<file path="src/hw/rtl/v3au_pkg.sv">
`timescale 1ns / 1ps
// ---------------------------------------------------------------------------
// v3au_pkg
// Shared widths, opcodes, item types and the saturation helper of the
// three-component vector unit.
// ---------------------------------------------------------------------------
package v3au_pkg;

  localparam int FRAC_BITS = 16;
  localparam int DATA_W    = 32;
  localparam int OP_W      = 4;
  localparam int PROD_W    = 2 * DATA_W;
  localparam int SUM_W     = PROD_W + 2;
  localparam int SQ_W      = PROD_W;
  localparam int ROOT_W    = SQ_W / 2;
  localparam int REM_W     = ROOT_W + 2;
  localparam int DVD_W     = DATA_W + FRAC_BITS;
  localparam int QUO_W     = DATA_W + 1;

  localparam logic [OP_W-1:0] OP_ADD   = 4'd0;
  localparam logic [OP_W-1:0] OP_SUB   = 4'd1;
  localparam logic [OP_W-1:0] OP_SCALE = 4'd2;
  localparam logic [OP_W-1:0] OP_NEG   = 4'd3;
  localparam logic [OP_W-1:0] OP_DOT   = 4'd4;
  localparam logic [OP_W-1:0] OP_CROSS = 4'd5;
  localparam logic [OP_W-1:0] OP_NORM  = 4'd6;
  localparam logic [OP_W-1:0] OP_LEN   = 4'd7;
  localparam logic [OP_W-1:0] OP_SQLEN = 4'd8;
  localparam logic [OP_W-1:0] OP_EQUAL = 4'd9;

  localparam logic [DATA_W-1:0] VAL_MAX = {1'b0, {(DATA_W-1){1'b1}}};
  localparam logic [DATA_W-1:0] VAL_MIN = {1'b1, {(DATA_W-1){1'b0}}};

  typedef struct packed {
    logic              ovf;
    logic [DATA_W-1:0] val;
  } sat_t;

  // partial result of an item plus what normalize still needs
  typedef struct packed {
    logic [OP_W-1:0]   op;
    logic [DATA_W-1:0] vx;
    logic [DATA_W-1:0] vy;
    logic [DATA_W-1:0] vz;
    logic [DATA_W-1:0] sc;
    logic              eq;
    logic              ovf;
    logic [DATA_W-1:0] mx;
    logic [DATA_W-1:0] my;
    logic [DATA_W-1:0] mz;
    logic              nx;
    logic              ny;
    logic              nz;
  } side_t;

  function automatic sat_t sat_wide(input logic [SUM_W-1:0] v);
    sat_t                  r;
    logic [SUM_W-DATA_W:0] hi;
    hi = v[SUM_W-1:DATA_W-1];
    if (hi == '0 || hi == '1) begin
      r.ovf = 1'b0;
      r.val = v[DATA_W-1:0];
    end else begin
      r.ovf = 1'b1;
      r.val = v[SUM_W-1] ? VAL_MIN : VAL_MAX;
    end
    return r;
  endfunction

endpackage

</file>
<file path="src/hw/rtl/v3au_div.sv">
`timescale 1ns / 1ps
// ---------------------------------------------------------------------------
// v3au_div
// Pipelined restoring divider for one normalize lane, one quotient bit per
// stage; big flags a quotient beyond the kept bits.
// ---------------------------------------------------------------------------
module v3au_div (
  input  logic                          clk,
  input  logic                          en,
  input  logic [v3au_pkg::DVD_W-1:0]    dvd,
  input  logic [v3au_pkg::ROOT_W-1:0]   dvs,
  output logic [v3au_pkg::QUO_W-1:0]    quo,
  output logic                          big
);
  import v3au_pkg::*;

  localparam int CMP_W = ROOT_W + QUO_W;

  logic [DVD_W-1:0]  rem_r [QUO_W];
  logic [ROOT_W-1:0] dvs_r [QUO_W];
  logic [QUO_W-1:0]  quo_r [QUO_W];
  logic              big_r [QUO_W];

  genvar k;
  for (k = 0; k < QUO_W; k++) begin : g_stage
    logic [DVD_W-1:0]  rem_p;
    logic [ROOT_W-1:0] dvs_p;
    logic [QUO_W-1:0]  quo_p;
    logic              big_p;
    logic [CMP_W-1:0]  sh;
    logic              ge;

    if (k == 0) begin : g_first
      assign rem_p = dvd;
      assign dvs_p = dvs;
      assign quo_p = '0;
      assign big_p = ROOT_W'(dvd[DVD_W-1:QUO_W]) >= dvs;
    end else begin : g_next
      assign rem_p = rem_r[k-1];
      assign dvs_p = dvs_r[k-1];
      assign quo_p = quo_r[k-1];
      assign big_p = big_r[k-1];
    end

    assign sh = CMP_W'(dvs_p) << (QUO_W - 1 - k);
    assign ge = CMP_W'(rem_p) >= sh;

    always_ff @(posedge clk) begin
      if (en) begin
        rem_r[k] <= ge ? DVD_W'(CMP_W'(rem_p) - sh) : rem_p;
        dvs_r[k] <= dvs_p;
        quo_r[k] <= {quo_p[QUO_W-2:0], ge};
        big_r[k] <= big_p;
      end
    end
  end

  assign quo = quo_r[QUO_W-1];
  assign big = big_r[QUO_W-1];

endmodule
</file>
<file path="config.mk">
export PLATFORM = sky130hd
export DESIGN_NAME = v3au_div
export DESIGN_NICKNAME = d
export VERILOG_FILES = /design/src/hw/rtl/v3au_pkg.sv /design/src/hw/rtl/v3au_div.sv
export SDC_FILE = /design/constraint.sdc
export NUM_CORES = 2
export LEC_CHECK = 0
export BUFFER_PORTS_ARGS = -buffer_cell sky130_fd_sc_hd__buf_2
export CAP_MARGIN = 20
export CORE_MARGIN = 2
export CORE_UTILIZATION = 69
export CTS_CLUSTER_DIAMETER = 60
export DETAILED_ROUTE_END_ITERATION = 12
export PLACE_DENSITY = 0.94
export SLEW_MARGIN = 15
export SYNTH_ARGS = -nofsm -noshare
export SYNTH_HDL_FRONTEND = slang
export SYNTH_SLANG_ARGS = --single-unit
</file>
<file path="constraint.sdc">
create_clock -name clk -period 10.3 [get_ports clk]
set_input_delay 0 -clock clk [delete_from_list [all_inputs] [get_ports clk]]
set_output_delay 0 -clock clk [all_outputs]
set_load 0.02 [all_outputs]
</file>
# Yosys cells after proc, flatten, opt, wreduce, memory -nomap -nowiden
# Memories as Yosys holds them, arrays and structs flattened.
# Index checks and enable logic that the tools add are counted.
# totals
in_bits	82
register_bits	0
word_cells	106
output_inout_bits	34
n_memories	4
ramBits	3762
# classes
n_lt_le_gt_ge	34
mux	35
addsub	33
# mem_list
name	words	width	read_ports	rd_clocked_by_memory_dff	write_ports	line	text
rem_r	33	48	32	0	33	v3au_div.sv:19	logic [DVD_W-1:0] rem_r [QUO_W];
quo_r	33	33	33	0	33	v3au_div.sv:21	logic [QUO_W-1:0] quo_r [QUO_W];
dvs_r	33	32	32	0	33	v3au_div.sv:20	logic [ROOT_W-1:0] dvs_r [QUO_W];
big_r	33	1	33	0	33	v3au_div.sv:22	logic big_r [QUO_W];
# op_table
operator	count
$mux 48	33
$sub 48x48->48	17
$ge 48x64->1	1
$ge 48x63->1	1
$ge 48x62->1	1
$ge 48x61->1	1
$ge 48x60->1	1
$ge 48x59->1	1
$ge 48x58->1	1
$ge 48x57->1	1
$ge 48x56->1	1
$ge 48x55->1	1
$ge 48x54->1	1
$ge 48x53->1	1
$ge 48x52->1	1
$ge 48x51->1	1
$ge 48x50->1	1
$ge 48x49->1	1
$ge 48x32->1	1
$ge 48x33->1	1
$ge 48x34->1	1
$ge 48x35->1	1
$ge 48x36->1	1
$ge 48x37->1	1
other kinds (29)	30

# Depth between registers and ports, before layout
# An unclocked memory read counts as a cell.
# depth
depth_word	3
depth_mapped	16
depth_no_buf	15

# Least setup slack after synthesis
# OpenSTA, ideal clock, no wires.
# synth_path
kind	reg2reg
startpoint	memory dvs_r[0][416] (netlist bit)
endpoint	memory rem_r[0][696] (netlist bit) (data pin)
setup_ns	0.260
setup_slack_ns	6.275
n_path_buf	1
period_less_slack_ns	4.025
stages_incl_launch_ff	14
arrival_time_ns	3.766
path_cell_list	edfxtp_1 > ha_1 > fa_1 > nor2b_1 > o21ai_0 > a21boi_0 > o31a_1 > o21ai_0 > nand4b_1 > nand3_1 > nand2_1 > a2111oi_1 > clkbuf_1 > mux2_2
# synth_lines
item	line
start: declaration	v3au_div.sv:20
end: declaration	v3au_div.sv:19

==> results.txt <==
Worst setup EP type - flop
Slowest-stage cell, CP - o22ai_4
Post-synthesis simple-gate area fraction - 8.47%
Synthesized area per cell - 12.5 sq um
Core Region - 225000 sq um
Crit. Startpoint - dvs_r[0][128]
Via density - 6.60
Multiplexer area fraction after synthesis - 3.04%
Syn Nets - 13.5k
IO Count - 116
Critical Path Start Type - flop
Hold wc startpoint - dvd[47]
Vias in the first global route - 106k
Routed len/inst - 25.4 um
Drc violations - 0
Worst path arrival time - 5920 ps
Period utilisation layout - 50.7%
Post-CTS Setup Bufs - 0
PortBufs - 115
Total power divided by cell area - 248 nW/um^2
CP Data Required Time - 11010 ps
Area share of fa/ha/maj cells after synthesis - 7.90%
Top FF cell, synth - edfxtp_1
Max Clock Skew - 87.7 ps
Global route hottest layer - met2
Root buf cell - clkbuf_16
Total number of vias - 106k
Clock sinks - 3154
Complex-gate fraction of the synthesized area - 11.6%
Minimum clock period - 5220 ps
Largest net degree at the start of global routing - 213
Status - complete, no violations
Syn Inst Count - 12.4k
Starting density of the core - 69.4%
Setup TNS - 0 ps
Final-report setup violation count - 0
Synthesized flop and latch total - 3154
Met2 usage - 60.8%
Grt met3 use - 5.14%
Slew @ Worst Pin - 1360 ps
Grt met1 use - 41.1%
Post-Synth XOR/XNOR Area - 4.81%
F_max - 192 MHz
Total global-route track usage - 34.8%
Fin. Hold Viols - 0
Area grow syn2layout - 10.6%
Mapped cell area - 156000 sq um
CTS Buf Count - 336
VDD IR max - 0.186 mV
Antenna violations before repair - 10
CTS tree - done
Largest family of logic cells by synthesized area - compound AO/OA/AOI/OAI gates
Synth warn - 0
DRT Wirelength - 410000 um
Die Area - 230000 sq um
Layout Cells excl Fill - 16.1k
Reg clk slew, reported paths - 80 ps
FFs w/ async S/R, synth - 0%
Worst-Skew Late Latency - 970 ps
DR iter-0 viols - 13.2k
R2R Path Start - dvs_r[0][128]
GP Congestion - 0.971
Post-synth EDFFs - 3154
Top-count cell post-synth - edfxtp_1
Slew HR - 9.38%
Remaining Overflow, GRT - 0
Hold Path Class - input pin to flop
Dpl cells - 15.4k
CP max stage delay - 690 ps
Cells along the critical path - ha_1 > fa_1 > nor2b_1 > o211ai_1 > a21bo_2 > a21oi_1 > a221o_1 > a31oi_1 > o21ai_0 > a21o_1 > a21oi_1 > o22ai_4 > mux2_2
Critical path fanouts, max - 21
Max-cap violations - 0
Routed Antenna Nets - 0
Die Wd - 480 um
CTS Buffer Depth - 4
Leakage - 0.0680 uW
CP most frequent cell - a21oi_1
Nets - 13.9k
WS Path Type - flop to flop
Register area share after synthesis - 60.7%
HPWL after DPL - 275000 um
Sum of buffers and inverters on the critical path - 0
Final-layout fill cell count - 12.9k
Main area contributors after synthesis - edfxtp_1 (61%), ha_1 (7.5%), a21oi_1 (3.0%)
Row Count - 174
Chip height - 480 um
Synth cell types - 83
Top cells by count, synth - edfxtp_1 (3154), inv_1 (1184), a21oi_1 (942)
Fraction of layout cells with a size suffix above 1 - 8.59%
RSZ-0062 raised after global routing - no
CP delay by family, top - compound AO/OA/AOI/OAI gates
First-pass GRT wire length - 618000 um
Post-synth top area share - 60.7%
Max-slew violations - 0
Yosys top cell by area - edfxtp_1
Initial DRT Pass Iterations - 10
H-Tree Depth - 5
-- worst paths after layout --
check / end / slack (ps) / depth (start not counted)
hold reg to reg: big_r[20] / 390 / 0
hold / removal: big_r[0] / 100 / 5
setup / recovery: rem_r[0][286] / 5080 / 13
setup reg to reg: rem_r[0][286] / 5080 / 13
-- state kept, by name (all words and copies together) (netlist names) --
| register | count |
|---|---|
| rem_r | 1536 |
| dvs_r | 1024 |
| quo_r | 561 |
| big_r | 33 |
-- stage by stage --
step           util (%)  worst slack [ps]  hold WS, ps  total power, uW  instance area (sq um)
6_report           76.8              5080         95.2            42800                 173000
5_1_grt            76.8              5000          125            44600                 173000
4_1_cts            76.8              5450         39.5            42400                 173000
3_5_place_dp       71.3              5740          194            30300                 160000
3_3_place_gp       71.3              5790          192            29900                 160000
2_1_floorplan         -              6270         98.9            26600                 156000
-- worst min-delay path, cell delays in order --
cell	delay, ps
dlygate4sd3_1	520
buf_2	130
ha_1	140
o21ai_0	80
o21ai_0	80
-- power by group --
group | switching [uW] | internal [uW]
combinational | 7350 | 5160
clock | 5170 | 6920
sequential | 1520 | 16700
total | 14000 | 28700
-- layout make-up --
| cell class | count | area [sq um] | share of cell area, % |
|---|---|---|---|
| Multi-Input combinational cell | 7853 | 56200 | 32.6 |
| Antenna cell | 14 | 35.0 | 0.0203 |
| Clock buffer | 389 | 8690 | 5.03 |
| Timing Repair Buffer | 343 | 2900 | 1.68 |
| Clock inverter | 192 | 1940 | 1.12 |
| Sequential cell | 3154 | 94700 | 54.8 |
| Tap cell | 2992 | 3740 | 2.17 |
| Inverter | 1185 | 4450 | 2.58 |
-- routing by layer --
metal / part of all wire, % / vias to the layer above / wire [um]
met4: 7.1 / 6 / 29300
met1: 35 / 51100 / 145000
met3: 7.4 / 1883 / 30200
met5: 0.011 / - / 44
met2: 50 / 6380 / 206000
li1: - / 47100 / -
-- kinds of logic (layout without fill, tap and decap cells) --
group	count (synthesis)	in the layout
other cells	0	14
flops	3154	3154
xor+xnor	858	858
fa+ha+maj	967	967
simple gates	2679	2679
compound gates	2924	2924
buf+inv	1434	2109
mux	425	425
-- layout by cell type (no fill, tap or decap), types with 179 or more instances in the layout --
master,synthesis,final
a21o_1,478,477
a21oi_1,942,937
clkbuf_16,0,340
edfxtp_1,3154,3154
ha_1,935,935
inv_1,1184,1184
mux2_2,391,391
nand2_1,699,699
nor2_1,705,704
nor4_1,179,179
o21ai_0,684,684
xnor2_1,535,535
xor2_1,323,323
-- timing repair --
action,CTS,global route
hold buffers,171,0
endpoints found under the hold margin,205,0
gates resized for setup,0,0
Note: power is estimated with default switching activity, not from simulation.
